==> config.mk <==
export PLATFORM = sky130hd
export DESIGN_NAME = pmdh_queue
export DESIGN_NICKNAME = d
export VERILOG_FILES = /design/src/pmdh_pkg.sv /design/src/pmdh_queue.sv
export SDC_FILE = /design/constraint.sdc
export NUM_CORES = 1
export LEC_CHECK = 0
export ABC_AREA = 1
export BUFFER_PORTS_ARGS = -buffer_cell sky130_fd_sc_hd__buf_2
export CAP_MARGIN = 15
export CORE_ASPECT_RATIO = 0.7
export CORE_MARGIN = 3
export CORE_UTILIZATION = 55
export CTS_BUF_LIST = sky130_fd_sc_hd__clkbuf_2
export CTS_CLUSTER_SIZE = 8
export DETAILED_ROUTE_END_ITERATION = 7
export GPL_ROUTABILITY_DRIVEN = 0
export PLACE_DENSITY = 0.76
export SETUP_SLACK_MARGIN = 0.3
export SLEW_MARGIN = 10
export SYNTH_ARGS = -nofsm -noshare
export SYNTH_HDL_FRONTEND = slang
export SYNTH_SLANG_ARGS = --single-unit
==> constraint.sdc <==
create_clock -name clk -period 2.08 [get_ports clk]
set_input_delay 0.624 -clock clk [delete_from_list [all_inputs] [get_ports clk]]
set_output_delay 0.624 -clock clk [all_outputs]
set_load 0.01 [all_outputs]
==> src/pmdh_pkg.sv <==
// Shared types, character codes and sizes for the pileup match-depth histogram.
`timescale 1ns / 1ps

package pmdh_pkg;

    // Histogram geometry: one 32-bit bin per (depth, match count) pair.
    localparam int BIN_W        = 32;
    localparam int AXIS_W       = 8;
    localparam int SLOT_W       = 2 * AXIS_W;
    localparam int HIST_ENTRIES = 1 << SLOT_W;

    // Line parser widths and limits.
    localparam int FIELD_W   = 3;
    localparam int DEPTH_W   = 17;
    localparam int PRODUCT_W = DEPTH_W + 4;
    localparam logic [DEPTH_W-1:0] DEPTH_SAT   = '1;
    localparam logic [FIELD_W-1:0] FIELD_SAT   = '1;
    localparam logic [FIELD_W-1:0] FIELD_DEPTH = 3'd3;
    localparam logic [FIELD_W-1:0] FIELD_BASES = 3'd4;

    // Match tally saturation point.
    localparam int MAX_DEPTH = 255;
    localparam int TALLY_CAP = (MAX_DEPTH < 255) ? MAX_DEPTH : 255;

    // Default depth of the queue between parser and histogram engine.
    localparam int QUEUE_DEPTH = 4;

    // Request command codes.
    localparam logic CMD_TEXT = 1'b0;
    localparam logic CMD_READ = 1'b1;

    // Configuration register indexes.
    localparam logic CFG_MIN_DEPTH = 1'b0;
    localparam logic CFG_MAX_DEPTH = 1'b1;

    // Character codes.
    localparam logic [7:0] CHAR_TAB     = 8'h09;
    localparam logic [7:0] CHAR_NEWLINE = 8'h0A;
    localparam logic [7:0] CHAR_COMMA   = 8'h2C;
    localparam logic [7:0] CHAR_DOT     = 8'h2E;
    localparam logic [7:0] CHAR_ZERO    = 8'h30;
    localparam logic [7:0] CHAR_NINE    = 8'h39;

    // One histogram operation handed from the parser to the engine.
    typedef struct packed {
        logic              is_read;
        logic [SLOT_W-1:0] slot;
    } op_t;

endpackage

==> src/pmdh_queue.sv <==
// Short operation queue between the parser and the histogram engine.
`timescale 1ns / 1ps

module pmdh_queue #(
    parameter int DEPTH = pmdh_pkg::QUEUE_DEPTH
) (
    input  logic          clk,
    input  logic          rst_n,
    input  logic          push,
    input  pmdh_pkg::op_t push_op,
    input  logic          pop,
    output logic          has_space,
    output logic          not_empty,
    output pmdh_pkg::op_t head_op
);

    localparam int IDX_W = (DEPTH > 1) ? $clog2(DEPTH) : 1;
    localparam int CNT_W = $clog2(DEPTH + 1);

    pmdh_pkg::op_t    slots_reg [DEPTH];
    logic [IDX_W-1:0] head_reg, head_next;
    logic [IDX_W-1:0] tail_reg, tail_next;
    logic [CNT_W-1:0] count_reg, count_next;

    assign has_space = (count_reg < CNT_W'(DEPTH));
    assign not_empty = (count_reg != '0);
    assign head_op   = slots_reg[head_reg];

    // Pointer and occupancy update.
    always_comb
    begin
        head_next  = head_reg;
        tail_next  = tail_reg;
        count_next = count_reg;
        if (push)
        begin
            tail_next = (tail_reg == IDX_W'(DEPTH - 1)) ? '0 : tail_reg + 1'b1;
        end
        if (pop)
        begin
            head_next = (head_reg == IDX_W'(DEPTH - 1)) ? '0 : head_reg + 1'b1;
        end
        if (push && !pop)
        begin
            count_next = count_reg + 1'b1;
        end
        else if (pop && !push)
        begin
            count_next = count_reg - 1'b1;
        end
    end

    always_ff @(posedge clk or negedge rst_n)
    begin
        if (!rst_n)
        begin
            head_reg  <= '0;
            tail_reg  <= '0;
            count_reg <= '0;
        end
        else
        begin
            head_reg  <= head_next;
            tail_reg  <= tail_next;
            count_reg <= count_next;
        end
    end

    // Queue storage.
    always_ff @(posedge clk)
    begin
        if (push)
        begin
            slots_reg[tail_reg] <= push_op;
        end
    end

endmodule

==> results of run 1 <==
[power breakdown]
group	switching [mW]	internal (mW)
clock	0.462	0.395
sequential	0.106	1.97
combinational	1.08	0.765
total	1.65	3.13
[worst min-delay path by stage]
stage | endpoint | slack [ns] | start | cells past startpoint
floorplan | count_reg[0] | 0.33 | rst_n | 0
global placement | count_reg[2] | 0.46 | count_reg[2] | 2
detailed placement | tail_reg[0] | 0.47 | rst_n | 1
CTS | slots_reg[2][6] | 0.27 | push_op[6] | 1
global route | slots_reg[0][6] | 0.24 | push_op[6] | 1
finish | head_reg[0] | 0.33 | pop | 2
[kinds of logic after synthesis]
kind of cell	share of synthesized area
and+or+nand+nor	0.08426
DFF	0.7010
xor gates and xnor gates	0.002769
AOI/OAI and AO/OA	0.1028
adders and majority gates	0.03006
buffers and inverters	0.07911
[cell type report]
type	instances	area share
clock buffers	10	0.01346
inverters	47	0.04881
repair buffers	57	0.1074
clock inverters	6	0.02188
multi-input cells	117	0.1878
well taps	72	0.02423
flip-flops and latches	75	0.5964
[metrics by stage]
step           utilization  hold WS [ns]
3_3_place_gp        0.6445        0.4600
2_1_floorplan            -        0.3284
6_report            0.6890        0.3257
3_5_place_dp        0.6445        0.4678
4_1_cts             0.6760        0.2736
5_1_grt             0.6890        0.2448
[critical path: cells and delay by family (launching register included)]
family / cells / cell delay [ns]
DFF: 1 / 0.45
buffers and inverters: 3 / 0.43
AOI/OAI and AO/OA: 1 / 0.17
and+or+nand+nor: 1 / 0.09
[repair_timing]
| item | in CTS | in global routing |
|---|---|---|
| hold buffers | 1 | 0 |
| resized for setup | 2 | 2 |
| pin swaps | 2 | 1 |
| hold endpoints to repair | 7 | 0 |
| cloned | 0 | 2 |
| setup endpoints to repair | 19 | 19 |
| setup buffers | 3 | 2 |
[cells in the final DEF, fill, tap and decap left out, types with 6 or more instances in the layout]
cell type and count:
buf_2 38, buf_4 13, clkbuf_2 10, dfrtp_1 7, edfxtp_1 68, ha_1 6, inv_1 44, nand2_1 65
o211ai_1 25, o211ai_2 9
[metal layers]
layer  vias to the layer above  GRT usage
met3                         2    0.07739
li1                        966          -
met2                        47     0.2607
met1                       899     0.1995
met4                         0    0.05607
met5                         -          0
==> flow_metrics.py, run 1 <==
metrics = {
    "run_status": {
        "status": "complete, but fails checks",
        "violations": "negative setup slack",
    },
    "final_layout": {
        "stdcell_area_mm2": 0.003717,
        "largest_register_ffs": 68,
        "multi_input_area_um2": 698.2,
        "layout-drive-gt1-share": 0.2692,
        "area_growth_pct": 17.52,
        "nets": 335,
        "seqCellArea_mm2": 0.002217,
        "n_fill_cell": 401,
        "final_cells": 384,
        "antennaDiodeCount": 0,
    },
    "logic_synthesis": {
        "ys_ff_latch": 75,
        "synthArstFlopShare": 0.09333,
        "seq_area_frac_synth": 0.7009,
        "ys_types": 20,
        "netlist_area_mm2": 0.003163,
        "yosysTopAreaCell": "edfxtp_1",
        "synth-main-ff-cell": "edfxtp_1",
        "yosysWarnings": 0,
        "yosysMostFrequentCell": "edfxtp_1",
        "synth_top_area_frac": 0.6456,
        "synth_area_per_cell_um2": 12.70,
        "synth.net_count": 277,
        "synth_common_cells": "edfxtp_1 (68), nand2_1 (66), inv_1 (45)",
        "synth_cells": 249,
        "synth_area_leaders": "edfxtp_1 (65%), nand2_1 (7.8%), o211ai_1 (5.9%)",
        "synth_edf_count": 68,
    },
    "floorplan": {
        "initial_core_util": 0.5863,
        "chipHeight_um": 69.45,
        "rows": 22,
        "core_area_mm2": 0.005395,
        "dieWidth_um": 96.64,
        "dieArea_mm2": 0.006712,
        "top_level_ports": 40,
    },
    "critical_path": {
        "cp_slowest_stage_delay_ns": 0.45,
        "path_cells": "inv_4, clkbuf_16, o211ai_1, nand2_1, buf_2",
        "critPathLaunch": "head_reg[0]",
        "cp-end-kind": "output port",
        "worstSetupPathType": "reg2out",
        "rr_worst_depth": 5,
        "path_max_fanout": 16,
        "worstPathRequired_ns": 1.46,
        "r2r_setup_slack_ns": 0.55,
        "cp_data_arrival_time_ns": 1.63,
        "r2r-start": "tail_reg[0]",
        "endpoint": "head_op[16]",
        "cp-start-kind": "register",
        "rr_endpoint": "slots_reg[2][7]",
        "cp_slowest_cell": "dfrtp_1",
    },
    "global_routing": {
        "grt.total_usage": 0.1644,
        "grt_pass1_wl_um": 8300,
        "grt_pass1_vias": 1814,
        "antenna_found_initial": 0,
        "grt.overflow.total": 0,
        "grt_max_degree": 37,
    },
    "routing": {
        "wl_um": 5508,
        "drt-pass1-iter-count": 4,
        "wl_met2_um": 2626,
        "top_layer_used": "met4",
        "drcViolationCount": 0,
        "vias": 1914,
        "m1WireLength_um": 2512,
        "ant_nets": 0,
        "viasPerCell": 4.984,
        "first_iter_violations": 103,
        "routed-wl-met3_um": 340,
        "wl_per_cell_um": 14.34,
    },
    "clock_tree": {
        "cts-buffers-inserted": 9,
        "clkTransAtPathRegs_ns": 0.19,
        "ctsLongestPathBuffers": 2,
        "cts-root-buf": "clkbuf_2",
        "cts_tree": "done",
        "clock_sinks": 75,
        "clock_latency_ns": 0.48,
        "h-tree-depth": 3,
    },
    "power_and_ir_drop": {
        "finalPower_mw": 4.781,
        "powerDensity_mw_per_mm2": 1286,
        "peakVddDrop_uv": 660.9,
        "p_leak_nw": 1.636,
    },
    "placed_design": {
        "dp.cells": 360,
        "placed_area_mm2": 0.003477,
        "preCtsSetupSlack_ns": 0.2701,
        "hpwl_um": 3382,
        "port_buffers": 39,
    },
    "sta": {
        "post-route-min-period_ns": 2.250,
        "hold_viol_final": 0,
        "rsz0062_at_grt": "yes",
        "slew_headroom": 0.7797,
        "setup_violations": 17,
        "fin_ws_ns": -0.1696,
        "finalClockSkew_ns": 0.01080,
        "final.period_utilization": 1.082,
        "slew_viol_final": 0,
        "max_freq_mhz": 444.5,
        "worstMarginPinSlew_ns": 0.3301,
        "tns_ns": -2.460,
    },
    "job": {
        "cap_violations": 0,
    },
    "min_path": {
        "min_path_type": "in2reg",
    },
}
No activity file was read; power rests on OpenSTA's default activity.
==> inputs of run 2 (changes only) <==
SKIP_LAST_GASP = 1   (was unset)
==> run 2 against run 1 <==
Compared with the run above:
- sequential power hardly changed
- combinational power hardly changed
- the run still ends with negative setup slack left
- clock-buffer cell count stayed put
==> flow_metrics.py, run 2 (synthesis results as in run 1) <==
metrics = {
    "run_status": {
        "status": "complete, but fails checks",
        "violations": "negative setup slack",
    },
    "power_and_ir_drop": {
        "finalPower_mw": 4.777,
        "peakVddDrop_uv": 661.0,
        "p_leak_nw": 1.635,
        "powerDensity_mw_per_mm2": 1286,
    },
    "job": {
        "cap_violations": 0,
    },
    "sta": {
        "setup_violations": 17,
        "hold_viol_final": 0,
        "final.period_utilization": 1.080,
        "fin_ws_ns": -0.1671,
        "finalClockSkew_ns": 0.01144,
        "slew_viol_final": 0,
        "post-route-min-period_ns": 2.247,
        "rsz0062_at_grt": "yes",
        "slew_headroom": 0.7798,
        "max_freq_mhz": 445.0,
        "worstMarginPinSlew_ns": 0.3299,
    },
    "critical_path": {
        "worstSetupPathType": "reg2out",
        "cp_data_arrival_time_ns": 1.62,
        "critPathBufInv": 3,
        "cp_slowest_cell": "dfrtp_1",
        "cp_slowest_stage_delay_ns": 0.45,
        "crit_family": "flip-flops",
        "cp-end-kind": "output port",
        "cp-start-kind": "register",
        "path_cells": "inv_4, clkbuf_16, o211ai_1, nand2_1, buf_2",
        "path_max_fanout": 16,
        "worstPathRequired_ns": 1.46,
    },
    "clock_tree": {
        "clkTransAtPathRegs_ns": 0.19,
        "h-tree-depth": 3,
        "cts-buffers-inserted": 9,
        "clock_latency_ns": 0.48,
        "clock_sinks": 75,
        "ctsLongestPathBuffers": 2,
        "cts_tree": "done",
        "cts-root-buf": "clkbuf_2",
    },
    "placed_design": {
        "hpwl_um": 3382,
        "port_buffers": 39,
        "dp.cells": 360,
        "placed_area_mm2": 0.003477,
    },
    "final_layout": {
        "layout_commonest_cell": "edfxtp_1",
        "layout-drive-gt1-share": 0.2660,
        "postLayoutCoreUtil": 0.6885,
        "stdcell_area_mm2": 0.003715,
        "antennaDiodeCount": 0,
        "final_cell_mix": "edfxtp_1 (68), nand2_1 (66), inv_1 (44)",
        "area_growth_pct": 17.44,
        "nets": 335,
        "final_cells": 384,
        "largest_register_ffs": 68,
    },
    "routing": {
        "drcViolationCount": 0,
        "viasPerCell": 4.990,
        "drt-pass1-iter-count": 4,
        "wl_um": 5484,
        "vias": 1916,
        "ant_nets": 0,
        "first_iter_violations": 97,
        "wl_per_cell_um": 14.28,
    },
    "global_routing": {
        "grt_pass1_wl_um": 8300,
        "grt_max_degree": 37,
        "grt_pass1_vias": 1814,
        "antenna_found_initial": 0,
        "grt.overflow.total": 0,
        "grt.total_usage": 0.1644,
    },
    "floorplan": {
        "top_level_ports": 40,
        "chipHeight_um": 69.45,
        "initial_core_util": 0.5863,
        "dieArea_mm2": 0.006712,
        "rows": 22,
        "dieWidth_um": 96.64,
        "core_area_mm2": 0.005395,
    },
    "min_path": {
        "min_path_type": "in2reg",
    },
}
## run 2: what timing repair did
action,CTS,global route
buffers inserted,3,2
hold endpoints to repair,7,0
hold buffers,1,0
resized for setup,2,1
gates cloned,0,2
pin swaps,1,1
endpoints found under the setup margin,19,19
## run 2: worst paths after layout
kind	startpoint	to	slack, ns	depth (start not counted)
max reg2reg	tail_reg[0]	slots_reg[2][7]	0.55	5
min	pop	head_reg[0]	0.33	2
min in group asynchronous	rst_n	head_reg[0]	0.47	2
min reg2reg	tail_reg[0]	tail_reg[0]	0.53	1
max in group asynchronous	rst_n	head_reg[1]	1.44	2
max	head_reg[0]	head_op[16]	-0.17	5
## run 2: per-stage QoR
| stage | setup WS (ns) | hold slack (ns) | setup TNS, ns |
|---|---|---|---|
| after global routing | -0.3340 | 0.2448 | -5.139 |
| after floorplan | 0.4969 | 0.3284 | 0 |
| final | -0.1671 | 0.3267 | -2.439 |
| after detailed placement | 0.2701 | 0.4678 | 0 |
| after CTS | -0.2263 | 0.2736 | -3.488 |
| after global placement | 0.3227 | 0.4600 | 0 |
## run 2: power breakdown
group	total, mW	switching, mW	internal, mW
clock	0.856	0.461	0.395
combinational	1.84	1.08	0.764
sequential	2.08	0.106	1.97
## run 2: cell type report
type,instances,area [um2]
Clock inverter,6,81.33
Sequential cell,75,2217
Timing Repair Buffer,57,399.1
Clock buffer,10,50.05
Multi-Input combinational cell,117,695.7
Tap cell,72,90.09
Fill cell,403,1680
Inverter,47,181.4
## run 2: metal layers
layer | routed length, um | global-route usage | vias up
li1 | - | - | 965
met1 | 2493 | 0.1995 | 900
met2 | 2610 | 0.2607 | 49
met3 | 352 | 0.07739 | 2
met4 | 28 | 0.05607 | 0
met5 | 0 | 0 | -
