`config.mk`:
```
export PLATFORM = sky130hd
export DESIGN_NAME = pmdh_front_flat
export DESIGN_NICKNAME = d
export VERILOG_FILES = /design/src/pmdh_pkg.sv /design/src/pmdh_req_if.sv /design/src/pmdh_front.sv /design/src/flat_wrapper.sv
export SDC_FILE = /design/constraint.sdc
export NUM_CORES = 1
export LEC_CHECK = 0
export ABC_AREA = 0
export CAP_MARGIN = 30
export CORE_AREA = 2 2 98 100
export DETAILED_ROUTE_END_ITERATION = 6
export DIE_AREA = 0 0 100 102
export DONT_BUFFER_PORTS = 1
export PLACE_DENSITY = 0.54
export SKIP_LAST_GASP = 1
export SLEW_MARGIN = 10
export SYNTH_ARGS = -nofsm -noshare
export SYNTH_HDL_FRONTEND = slang
export SYNTH_SLANG_ARGS = --single-unit
```
`constraint.sdc`:
```
create_clock -name clk -period 5.6 [get_ports clk]
set_clock_uncertainty 0.2 [all_clocks]
set_input_delay 1.12 -clock clk [delete_from_list [all_inputs] [get_ports clk]]
set_output_delay 1.12 -clock clk [all_outputs]
set_load 0.005 [all_outputs]
```
`src/pmdh_pkg.sv`:
```
// Shared types, character codes and sizes for the pileup match-depth histogram.
`timescale 1ns / 1ps

package pmdh_pkg;

    // Histogram geometry: one 32-bit bin per (depth, match count) pair.
    localparam int BIN_W        = 32;
    localparam int AXIS_W       = 8;
    localparam int SLOT_W       = 2 * AXIS_W;
    localparam int HIST_ENTRIES = 1 << SLOT_W;

    // Line parser widths and limits.
    localparam int FIELD_W   = 3;
    localparam int DEPTH_W   = 17;
    localparam int PRODUCT_W = DEPTH_W + 4;
    localparam logic [DEPTH_W-1:0] DEPTH_SAT   = '1;
    localparam logic [FIELD_W-1:0] FIELD_SAT   = '1;
    localparam logic [FIELD_W-1:0] FIELD_DEPTH = 3'd3;
    localparam logic [FIELD_W-1:0] FIELD_BASES = 3'd4;

    // Match tally saturation point.
    localparam int MAX_DEPTH = 255;
    localparam int TALLY_CAP = (MAX_DEPTH < 255) ? MAX_DEPTH : 255;

    // Default depth of the queue between parser and histogram engine.
    localparam int QUEUE_DEPTH = 4;

    // Request command codes.
    localparam logic CMD_TEXT = 1'b0;
    localparam logic CMD_READ = 1'b1;

    // Configuration register indexes.
    localparam logic CFG_MIN_DEPTH = 1'b0;
    localparam logic CFG_MAX_DEPTH = 1'b1;

    // Character codes.
    localparam logic [7:0] CHAR_TAB     = 8'h09;
    localparam logic [7:0] CHAR_NEWLINE = 8'h0A;
    localparam logic [7:0] CHAR_COMMA   = 8'h2C;
    localparam logic [7:0] CHAR_DOT     = 8'h2E;
    localparam logic [7:0] CHAR_ZERO    = 8'h30;
    localparam logic [7:0] CHAR_NINE    = 8'h39;

    // One histogram operation handed from the parser to the engine.
    typedef struct packed {
        logic              is_read;
        logic [SLOT_W-1:0] slot;
    } op_t;

endpackage

```
`src/pmdh_req_if.sv`:
```
// Request channel: pileup text bytes and bin read commands.
`timescale 1ns / 1ps

interface pmdh_req_if;
    logic       valid;
    logic       ready;
    logic       command;
    logic [7:0] text_byte;
    logic [7:0] query_depth;
    logic [7:0] query_matches;

    modport source (
        output valid, command, text_byte, query_depth, query_matches,
        input  ready
    );
    modport sink (
        input  valid, command, text_byte, query_depth, query_matches,
        output ready
    );
endinterface

```
`src/pmdh_front.sv`:
```
// Front end: accepts requests, parses pileup lines and emits histogram operations.
`timescale 1ns / 1ps

module pmdh_front (
    input  logic              clk,
    input  logic              rst_n,
    input  logic              cfg_we,
    input  logic              cfg_index,
    input  logic [7:0]        cfg_data,
    input  logic              enable,
    pmdh_req_if.sink          req,
    output logic              push,
    output pmdh_pkg::op_t     push_op
);

    logic [7:0]                     min_depth_reg;
    logic [7:0]                     max_depth_reg;
    logic [pmdh_pkg::FIELD_W-1:0]   field_number_reg, field_number_next;
    logic [pmdh_pkg::DEPTH_W-1:0]   depth_value_reg, depth_value_next;
    logic [7:0]                     match_tally_reg, match_tally_next;
    logic                           accept;
    logic                           is_digit;
    logic [7:0]                     digit_off;
    logic [pmdh_pkg::PRODUCT_W-1:0] depth_sum;
    logic                           line_counts;

    assign req.ready = enable;
    assign accept    = req.valid && enable;

    // Decimal accumulate of the depth field, one digit per byte.
    assign is_digit  = (req.text_byte >= pmdh_pkg::CHAR_ZERO) &&
                       (req.text_byte <= pmdh_pkg::CHAR_NINE);
    assign digit_off = req.text_byte - pmdh_pkg::CHAR_ZERO;
    assign depth_sum = pmdh_pkg::PRODUCT_W'({depth_value_reg, 3'b000})
                     + pmdh_pkg::PRODUCT_W'({depth_value_reg, 1'b0})
                     + pmdh_pkg::PRODUCT_W'(digit_off[3:0]);

    // A finished line counts when it had all five fields and its depth is in range.
    assign line_counts = (field_number_reg >= pmdh_pkg::FIELD_BASES) &&
                         (depth_value_reg >= pmdh_pkg::DEPTH_W'(min_depth_reg)) &&
                         (depth_value_reg <= pmdh_pkg::DEPTH_W'(max_depth_reg));

    // Line state update and operation emission.
    always_comb
    begin
        field_number_next = field_number_reg;
        depth_value_next  = depth_value_reg;
        match_tally_next  = match_tally_reg;
        push              = 1'b0;
        push_op.is_read   = 1'b0;
        push_op.slot      = {depth_value_reg[7:0], match_tally_reg};
        if (accept)
        begin
            if (req.command == pmdh_pkg::CMD_READ)
            begin
                push            = 1'b1;
                push_op.is_read = 1'b1;
                push_op.slot    = {req.query_depth, req.query_matches};
            end
            else
            begin
                priority if (req.text_byte == pmdh_pkg::CHAR_NEWLINE)
                begin
                    push              = line_counts;
                    field_number_next = '0;
                    depth_value_next  = '0;
                    match_tally_next  = '0;
                end
                else if (req.text_byte == pmdh_pkg::CHAR_TAB)
                begin
                    if (field_number_reg != pmdh_pkg::FIELD_SAT)
                    begin
                        field_number_next = field_number_reg + 1'b1;
                    end
                end
                else if (field_number_reg == pmdh_pkg::FIELD_DEPTH)
                begin
                    if (is_digit)
                    begin
                        if (depth_sum > pmdh_pkg::PRODUCT_W'(pmdh_pkg::DEPTH_SAT))
                        begin
                            depth_value_next = pmdh_pkg::DEPTH_SAT;
                        end
                        else
                        begin
                            depth_value_next = depth_sum[pmdh_pkg::DEPTH_W-1:0];
                        end
                    end
                end
                else if (field_number_reg == pmdh_pkg::FIELD_BASES)
                begin
                    if (((req.text_byte == pmdh_pkg::CHAR_COMMA) ||
                         (req.text_byte == pmdh_pkg::CHAR_DOT)) &&
                        (match_tally_reg < 8'(pmdh_pkg::TALLY_CAP)))
                    begin
                        match_tally_next = match_tally_reg + 1'b1;
                    end
                end
                else
                begin
                    field_number_next = field_number_reg;
                end
            end
        end
    end

    // Line state registers.
    always_ff @(posedge clk or negedge rst_n)
    begin
        if (!rst_n)
        begin
            field_number_reg <= '0;
            depth_value_reg  <= '0;
            match_tally_reg  <= '0;
        end
        else
        begin
            field_number_reg <= field_number_next;
            depth_value_reg  <= depth_value_next;
            match_tally_reg  <= match_tally_next;
        end
    end

    // Configuration registers.
    always_ff @(posedge clk or negedge rst_n)
    begin
        if (!rst_n)
        begin
            min_depth_reg <= 8'd0;
            max_depth_reg <= 8'd255;
        end
        else if (cfg_we)
        begin
            unique case (cfg_index)
                pmdh_pkg::CFG_MIN_DEPTH: min_depth_reg <= cfg_data;
                pmdh_pkg::CFG_MAX_DEPTH: max_depth_reg <= cfg_data;
                default:                 min_depth_reg <= min_depth_reg;
            endcase
        end
    end

endmodule

```
`src/flat_wrapper.sv`:
```
// flat-port wrapper written by rule: the top's interface ports become plain ports
module pmdh_front_flat 
  (clk, rst_n, cfg_we, cfg_index, cfg_data, enable, push, push_op, req_valid, req_command, req_text_byte, req_query_depth, req_query_matches, req_ready);
  pmdh_req_if req_i ();
  input  logic clk;
  input  logic rst_n;
  input  logic cfg_we;
  input  logic cfg_index;
  input  logic [7:0] cfg_data;
  input  logic enable;
  output logic push;
  output pmdh_pkg::op_t push_op;
  input wire logic [$bits(req_i.valid)-1:0] req_valid;
  input wire logic [$bits(req_i.command)-1:0] req_command;
  input wire logic [$bits(req_i.text_byte)-1:0] req_text_byte;
  input wire logic [$bits(req_i.query_depth)-1:0] req_query_depth;
  input wire logic [$bits(req_i.query_matches)-1:0] req_query_matches;
  output wire logic [$bits(req_i.ready)-1:0] req_ready;
  assign req_i.valid = req_valid;
  assign req_i.command = req_command;
  assign req_i.text_byte = req_text_byte;
  assign req_i.query_depth = req_query_depth;
  assign req_i.query_matches = req_query_matches;
  assign req_ready = req_i.ready;
  pmdh_front u_core (.clk(clk), .rst_n(rst_n), .cfg_we(cfg_we), .cfg_index(cfg_index), .cfg_data(cfg_data), .enable(enable), .req(req_i), .push(push), .push_op(push_op));
endmodule
```
==> flow_summary_export.csv, run 1 <==
group,metric,value,unit
run_status,status,"complete, no violations",
power,seqPwrFrac,0.512,
finish,final_area,3780,um^2
floorplan,core,9110,um^2
setup_path,reg2reg_depth,12,
cts,clockBufferDepth,2,
cts,cts_setup_buffers,0,
drt,drtPass1Iterations,4,
logic_synthesis,yosys_warnings,0,
logic_synthesis,synth_area,3550,um^2
timing,fin_crit,4.48,ns
setup_path,cp_data_required_time,4.28,ns
logic_synthesis,syn_nets,472,
global_route,grtUsageTotal,0.165,
cts,cts_root_buffer,"clkbuf_8",
logic_synthesis,syn_inst,377,
setup_path,start_kind,"input port",
power,p_clk_frac,0.394,
power,p_sw,0.160,mW
timing,fmax,223,MHz
floorplan,rows,35,
power,power_density,179,nW/um^2
floorplan,start_util,0.390,
timing,tns,0,ns
cts,htreeDepth,2,
timing,hold_viol,0,
timing,rsz0062_at_grt,"false",
global_route,grt_max_degree,45,
power,leakage,1.92,nW
logic_synthesis,ys_types,46,
global_route,grt_first_pass_wirelength,13500,um
global_route,grt_pass1_vias,2770,
floorplan,die_width,100,um
placement,detailed_place_hpwl,6160,um
timing,tightest_slew,0.790,ns
setup_path,worstReg2RegStart,"u_core.depth_value_reg[0]$_DFFE_PN0P_",
drt,wirelength,8240,um
power,ir_drop,86.6,uV
finish,area_growth,6.63,%
floorplan,ios,58,
power,total_power,0.678,mW
floorplan,die_area,10200,um^2
drt,drtIter0Drc,122,
cts,clock_sinks,44,
setup_path,endpoint_kind,"primary output",
logic_synthesis,seq_area_frac_synth,0.313,
placement,dpl.cell_count,480,
timing,relSlewSlack,0.472,
finish,fill_cells,902,
floorplan,die_h,102,um
drt,ant_nets,0,
logic_synthesis,synth_top_flop_cell,"dfrtp_1",
placement,placed_area,3650,um^2
logic_synthesis,syn_area_per_cell,9.41,um^2
drt,drc,0,
power,power_switching_share,0.236,
cts,cts_resized,0,
global_route,grt-ovfl-total,0,
setup_path,path_max_fanout,4,
finish,final_common_cell,"ha_1",
finish,n_antenna_cell,0,
setup_path,timing.rr.end,"u_core.depth_value_reg[12]$_DFFE_PN0P_",
power,pwr-share-comb,0.094,
cts,cts_hold_buf,0,
finish,final_core_util,0.415,
finish,final_nets,472,
setup_path,crit_type,"in -> out",
cts,cts_buffers,5,
finish,finalNonFillerCells,489,
timing,slew_viol_final,0,
setup_path,crit_arrival,3.16,ns
finish,area.sequential,1110,um^2
min_path,hp-class,"in -> async",
timing,timing.final.crit_share,0.800,
cts,tritoncts,"yes",
placement,port_buffers,0,
finish,multi_input_area,2300,um^2
setup_path,ff2ff_setup_slack,1.61,ns
timing,setup_violations,0,
placement,gp_congestion,0.786,
power,p_int,0.517,mW
drt,dr_total_vias,2745,
finish,drive_gt1_frac,0.132,
finish,final_cell_mix,"54 x ha_1, 37 x a21oi_1, 36 x dfrtp_1",
logic_synthesis,synth_edf_count,0,
cts,path_clk_slew,0.09,ns
logic_synthesis,async_flop_share,1.00,
finish,largest_register_ffs,17,
global_route,grt_antenna_before_repair,0,
logic_synthesis,ys_ff_latch,44,
cts,clkLatencyLatePin,0.30,ns
drt,drt-vias-per-instance,5.61,
drt,wl_per_cell,16.8,um
job,drv_cap,0,
==> cell type report <==
cell class                 count  share of cell area
clock buffer                   6              0.0218
clock inverter                 2              0.0103
inverter                      26              0.0258
multi-input combinational    298               0.608
sequential                    44               0.294
tap                          111              0.0367
timing repair buffer           2             0.00397
==> per-layer routing <==
layer / vias up / track usage / share of wire
met5: - / 0 / 0
met4: 0 / 0.0421 / 0.0083
met3: 5 / 0.0198 / 0.035
met2: 52 / 0.281 / 0.46
met1: 1314 / 0.224 / 0.50
li1: 1374 / - / -
==> synthesized netlist by cell type, types with 4 or more instances <==
| cell type | instances | area (um^2) |
|---|---|---|
| ha_1 | 54 | 676 |
| a21oi_1 | 37 | 185 |
| dfrtp_1 | 36 | 901 |
| inv_1 | 26 | 97.6 |
| mux2_2 | 25 | 282 |
| nand2_1 | 24 | 90.1 |
| nor2_1 | 22 | 82.6 |
| o21ai_0 | 19 | 95.1 |
| a31oi_1 | 15 | 93.8 |
| xor2_1 | 13 | 114 |
| a21o_1 | 8 | 60.1 |
| dfstp_2 | 8 | 210 |
| nand3_1 | 8 | 40.0 |
| o21a_1 | 8 | 60.1 |
| xnor2_1 | 8 | 70.1 |
| nand4_1 | 7 | 43.8 |
| and3_1 | 6 | 37.5 |
| clkbuf_1 | 6 | 22.5 |
| nor3_1 | 4 | 20.0 |
| o21bai_1 | 4 | 30.0 |
==> power groups by stage <==
stage               registers (mW)  clock network (mW)  logic (mW)
floorplan                    0.351                   0      0.0517
global placement             0.353                   0      0.0618
detailed placement           0.353                   0      0.0635
CTS                          0.347               0.274      0.0639
global route                 0.349               0.285      0.0740
finish                       0.347               0.267      0.0637
==> stage by stage <==
stage,worst slack (ns),hold WS (ns)
floorplan,1.33,0.275
global placement,1.05,0.298
detailed placement,1.00,0.310
CTS,1.11,0.292
global route,1.03,0.289
finish,1.12,0.304
==> worst max path at each step <==
stage | cells past startpoint | from | end
after detailed placement | 12 | req_text_byte[3] | u_core.depth_value_reg[12]$_DFFE_PN0P_
after CTS | 7 | req_text_byte[4] | push
after global routing | 7 | req_text_byte[4] | push
final | 7 | req_text_byte[4] | push
after floorplan | 14 | req_text_byte[3] | u_core.depth_value_reg[10]$_DFFE_PN0P_
after global placement | 12 | req_text_byte[3] | u_core.depth_value_reg[0]$_DFFE_PN0P_
==> kinds of logic (layout without fill, tap and decap cells) <==
| kind of cell | Yosys count | in the layout | synth area share |
|---|---|---|---|
| mux | 25 | 25 | 0.0793 |
| buf+inv | 35 | 36 | 0.0388 |
| simple gates | 91 | 91 | 0.131 |
| compound gates | 105 | 105 | 0.184 |
| xor+xnor | 21 | 21 | 0.0518 |
| fa+ha+maj | 56 | 56 | 0.202 |
| flops | 44 | 44 | 0.313 |
==> critical path, cell delays in order <==
cell and delay [ns]:
or4b_1 0.53, or3_1 0.36, or3b_4 0.44, nor2_1 0.23, o21a_1 0.15, a31oi_1 0.03
o21ai_0 0.29
Note: power is estimated with default switching activity, not from simulation.
==> run 2, diff against run 1 <==
--- a/config.mk
+++ b/config.mk
@@ -11,7 +11,7 @@
 export DETAILED_ROUTE_END_ITERATION = 6
 export DIE_AREA = 0 0 100 102
 export DONT_BUFFER_PORTS = 1
-export PLACE_DENSITY = 0.54
+export PLACE_DENSITY = 0.56
 export SKIP_LAST_GASP = 1
 export SLEW_MARGIN = 10
 export SYNTH_ARGS = -nofsm -noshare
==> constraint.sdc (replaced) <==
create_clock -name clk -period 3.9 [get_ports clk]
set_clock_uncertainty 0.2 [all_clocks]
set_input_delay 0.78 -clock clk [delete_from_list [all_inputs] [get_ports clk]]
set_output_delay 0.78 -clock clk [all_outputs]
set_load 0.005 [all_outputs]
==> flow_summary_export.csv, run 2 (synthesis gave the netlist of run 1 again) <==
group,metric,value,unit
floorplan,die_width,100,um
floorplan,ios,58,
timing,hold_viol,0,
cts,cts_resized,0,
drt,wirelength,8370,um
placement,port_buffers,0,
timing,tightest_slew,0.834,ns
power,total_power,0.980,mW
drt,ant_nets,0,
drt,drc,0,
timing,tns,0,ns
finish,final_area,3890,um^2
finish,largest_register_ffs,17,
global_route,grt-ovfl-total,0,
global_route,grt_pass1_vias,2751,
finish,finalNonFillerCells,501,
global_route,grt_max_degree,37,
floorplan,start_util,0.390,
floorplan,die_h,102,um
drt,drtPass1Iterations,4,
power,ir_drop,148,uV
timing,slew_viol_final,0,
finish,fill_cells,920,
cts,cts_setup_buffers,0,
timing,rsz0062_at_grt,"false",
setup_path,cp_data_required_time,2.92,ns
min_path,hp-class,"in -> async",
drt,drtIter0Drc,99,
setup_path,start_kind,"input port",
placement,post-place-ws,0.0619,ns
setup_path,timing.rr.end,"u_core.depth_value_reg[0]$_DFFE_PN0P_",
finish,final_cell_mix,"54 x ha_1, 37 x a21oi_1, 36 x dfrtp_1",
floorplan,die_area,10200,um^2
job,drv_cap,0,
setup_path,path_max_fanout,3,
cts,clock_sinks,44,
cts,cts_root_buffer,"clkbuf_8",
floorplan,core,9110,um^2
timing,fmax,262,MHz
finish,area_growth,9.73,%
finish,final_common_cell,"ha_1",
setup_path,ff2ff_setup_slack,0.32,ns
timing,relSlewSlack,0.442,
placement,gp_congestion,0.834,
power,power_density,252,nW/um^2
placement,detailed_place_hpwl,6380,um
setup_path,crit_type,"in -> out",
cts,cts_buffers,5,
finish,final_nets,484,
setup_path,reg2reg_depth,13,
drt,drt-vias-per-instance,5.67,
setup_path,crit_arrival,2.83,ns
placement,dpl.cell_count,491,
floorplan,rows,35,
finish,n_antenna_cell,0,
cts,clockBufferDepth,2,
timing,setup_violations,0,
cts,path_clk_slew,0.09,ns
cts,clkLatencyLatePin,0.29,ns
placement,placed_area,3740,um^2
timing,setup_slack,0.0896,ns
cts,cts_hold_buf,1,
drt,wl_per_cell,16.7,um
finish,final_core_util,0.427,
finish,drive_gt1_frac,0.162,
power,leakage,1.99,nW
setup_path,worstReg2RegStart,"u_core.depth_value_reg[0]$_DFFE_PN0P_",
timing,timing.final.crit_share,0.977,
global_route,grtUsageTotal,0.165,
run_status,status,"complete, no violations",
cts,htreeDepth,2,
setup_path,endpoint_kind,"primary output",
global_route,grt_first_pass_wirelength,13500,um
drt,dr_total_vias,2840,
timing,fin_hold_ws,0.107,ns
cts,tritoncts,"yes",
global_route,grt_antenna_before_repair,0,
timing,fin_crit,3.81,ns
run 2: cell count changes in the layout (fill, tap and decap cells not counted):
cell,change
buf_12,+1
o41ai_1,-1
o41ai_2,+1
buf_4,+11
run 2: report_power, final:
part / internal (mW) / switching, mW / total, mW / leakage, nW
Sequential: 0.488 / 0.0104 / 0.499 / 0.573
Clock: 0.210 / 0.169 / 0.379 / 0.0614
Combinational: 0.0472 / 0.0547 / 0.102 / 1.35
Total: 0.745 / 0.234 / 0.980 / 1.99
run 2: layout make-up:
class / count / area (um^2) / share of cell area
Clock buffer: 6 / 82.6 / 0.0212
Clock inverter: 2 / 38.8 / 0.00996
Inverter: 26 / 97.6 / 0.0251
Multi-Input combinational cell: 298 / 2310 / 0.593
Sequential cell: 44 / 1110 / 0.285
Tap cell: 111 / 139 / 0.0357
Timing Repair Buffer: 14 / 118 / 0.0302
run 2: worst max path at each step:
| stage | startpoint | end |
|---|---|---|
| final | req_text_byte[4] | push |
| after global routing | req_text_byte[4] | push |
| after CTS | req_text_byte[4] | push |
| after detailed placement | req_text_byte[3] | u_core.depth_value_reg[15]$_DFFE_PN0P_ |
| after global placement | req_text_byte[3] | u_core.depth_value_reg[0]$_DFFE_PN0P_ |
| after floorplan | req_text_byte[3] | u_core.depth_value_reg[10]$_DFFE_PN0P_ |
run 2: per-layer routing:
| layer | global-route usage | routed length, um |
|---|---|---|
| met5 | 0 | 0 |
| met4 | 0.0274 | 49 |
| met3 | 0.0267 | 305 |
| met2 | 0.273 | 3920 |
| met1 | 0.233 | 4090 |
run 2: worst max-delay path: stages:
cell,delay [ns]
or4b_1,0.53
or3_1,0.37
or3b_4,0.40
nor2_1,0.25
o21a_1,0.17
a31oi_1,0.04
o21ai_0,0.30
==> run 3, diff against run 2 <==
--- a/config.mk
+++ b/config.mk
@@ -11,7 +11,7 @@
 export DETAILED_ROUTE_END_ITERATION = 6
 export DIE_AREA = 0 0 100 102
 export DONT_BUFFER_PORTS = 1
-export PLACE_DENSITY = 0.56
+export PLACE_DENSITY = 0.54
 export SKIP_LAST_GASP = 1
 export SLEW_MARGIN = 10
 export SYNTH_ARGS = -nofsm -noshare
==> constraint.sdc (replaced) <==
create_clock -name clk -period 4.5 [get_ports clk]
set_clock_uncertainty 0.2 [all_clocks]
set_input_delay 0.9 -clock clk [delete_from_list [all_inputs] [get_ports clk]]
set_output_delay 0.9 -clock clk [all_outputs]
set_load 0.005 [all_outputs]
==> flow_summary_export.csv, run 3 (synthesis gave the netlist of run 1 again) <==
group,metric,value,unit
drt,drtPass1Iterations,4,
floorplan,ios,58,
finish,finalNonFillerCells,493,
drt,ant_nets,0,
cts,clockBufferDepth,2,
cts,cts_root_buffer,"clkbuf_8",
timing,slew_viol_final,0,
timing,fin_crit,4.05,ns
cts,cts_setup_buffers,0,
power,power_density,219,nW/um^2
finish,area_growth,7.48,%
drt,wirelength,8180,um
setup_path,crit_arrival,2.95,ns
global_route,grt_antenna_before_repair,0,
power,power_switching_share,0.229,
timing,fmax,247,MHz
timing,hold_viol,0,
finish,final_nets,476,
drt,drtIter0Drc,89,
power,p_int,0.644,mW
finish,largest_register_ffs,17,
floorplan,core,9110,um^2
power,seqPwrFrac,0.517,
setup_path,crit_type,"in -> out",
placement,gp_congestion,0.786,
placement,dpl.cell_count,484,
run_status,status,"complete, no violations",
drt,wl_met1,3920,um
floorplan,die_area,10200,um^2
min_path,hp-class,"in -> async",
floorplan,die_h,102,um
setup_path,start_kind,"input port",
timing,tightest_slew,0.816,ns
global_route,grtUsageTotal,0.165,
global_route,grt_first_pass_wirelength,13600,um
timing,tns,0,ns
finish,final_cell_mix,"54 x ha_1, 37 x a21oi_1, 36 x dfrtp_1",
cts,clock_sinks,44,
finish,drive_gt1_frac,0.141,
cts,cts_buffers,5,
drt,route.met2.wl,3920,um
drt,dr_total_vias,2801,
floorplan,start_util,0.390,
cts,tritoncts,"yes",
cts,cts_resized,0,
timing,rsz0062_at_grt,"false",
placement,detailed_place_hpwl,6260,um
finish,final_core_util,0.419,
global_route,grt_max_degree,45,
cts,cts_hold_buf,0,
power,leakage,1.94,nW
setup_path,timing.rr.end,"u_core.depth_value_reg[12]$_DFFE_PN0P_",
timing,setup_violations,0,
setup_path,endpoint_kind,"primary output",
setup_path,path_max_fanout,4,
global_route,grt-ovfl-total,0,
drt,top_layer_used,"met4",
cts,path_clk_slew,0.09,ns
job,drv_cap,0,
power,pwr-share-comb,0.096,
floorplan,rows,35,
setup_path,reg2reg_depth,13,
drt,drc,0,
floorplan,die_width,100,um
cts,clkLatencyLatePin,0.30,ns
power,p_clk_frac,0.387,
drt,wl_per_cell,16.6,um
power,p_sw,0.191,mW
finish,n_antenna_cell,0,
finish,final_common_cell,"ha_1",
cts,htreeDepth,2,
setup_path,ff2ff_setup_slack,0.74,ns
timing,relSlewSlack,0.455,
placement,port_buffers,0,
finish,fill_cells,891,
setup_path,worstReg2RegStart,"u_core.depth_value_reg[2]$_DFFE_PN0P_",
drt,wl_met3,285,um
drt,drt-vias-per-instance,5.68,
power,ir_drop,154,uV
timing,timing.final.crit_share,0.899,
power,total_power,0.835,mW
timing,fin_hold_ws,0.0847,ns
setup_path,cp_data_required_time,3.40,ns
global_route,grt_pass1_vias,2744,
## run 3: final cells by class
class | instances | area, um^2 | area share
Timing Repair Buffer | 6 | 45.0 | 0.0118
Inverter | 26 | 97.6 | 0.0256
Clock inverter | 2 | 38.8 | 0.0102
Tap cell | 111 | 139 | 0.0364
Clock buffer | 6 | 82.6 | 0.0217
Sequential cell | 44 | 1110 | 0.291
Multi-Input combinational cell | 298 | 2300 | 0.603
## run 3: metrics by stage
step                cell area (um^2)  setup WS (ns)
global route                    3810          0.399
floorplan                       3550          0.453
global placement                3680          0.422
finish                          3810          0.454
detailed placement              3680          0.323
CTS                             3810          0.460
## run 3: worst max-delay path, stage by stage
cell     delay (ns)
or4b_1         0.53
or3_1          0.36
or3b_4         0.43
nor2_1         0.24
o21a_1         0.16
a31oi_1        0.04
o21ai_0        0.28
## run 3: power by group through the flow
| stage | clock network [mW] | logic, mW | registers (mW) |
|---|---|---|---|
| after global routing | 0.352 | 0.0932 | 0.435 |
| after floorplan | 0 | 0.0643 | 0.437 |
| after CTS | 0.337 | 0.0799 | 0.432 |
| final | 0.324 | 0.0798 | 0.432 |
| after global placement | 0 | 0.0767 | 0.438 |
| after detailed placement | 0 | 0.0794 | 0.440 |
## run 3: how the worst max path moves through the flow
stage,from,end
floorplan,req_text_byte[3],u_core.depth_value_reg[10]$_DFFE_PN0P_
global placement,req_text_byte[3],u_core.depth_value_reg[0]$_DFFE_PN0P_
detailed placement,req_text_byte[3],u_core.depth_value_reg[12]$_DFFE_PN0P_
CTS,req_text_byte[4],push
global route,req_text_byte[4],push
finish,req_text_byte[4],push
## run 3: routing by layer
| layer | vias up | global-route usage |
|---|---|---|
| met3 | 5 | 0.0226 |
| met5 | - | 0 |
| met1 | 1356 | 0.226 |
| met4 | 0 | 0.0306 |
| li1 | 1389 | - |
| met2 | 51 | 0.282 |
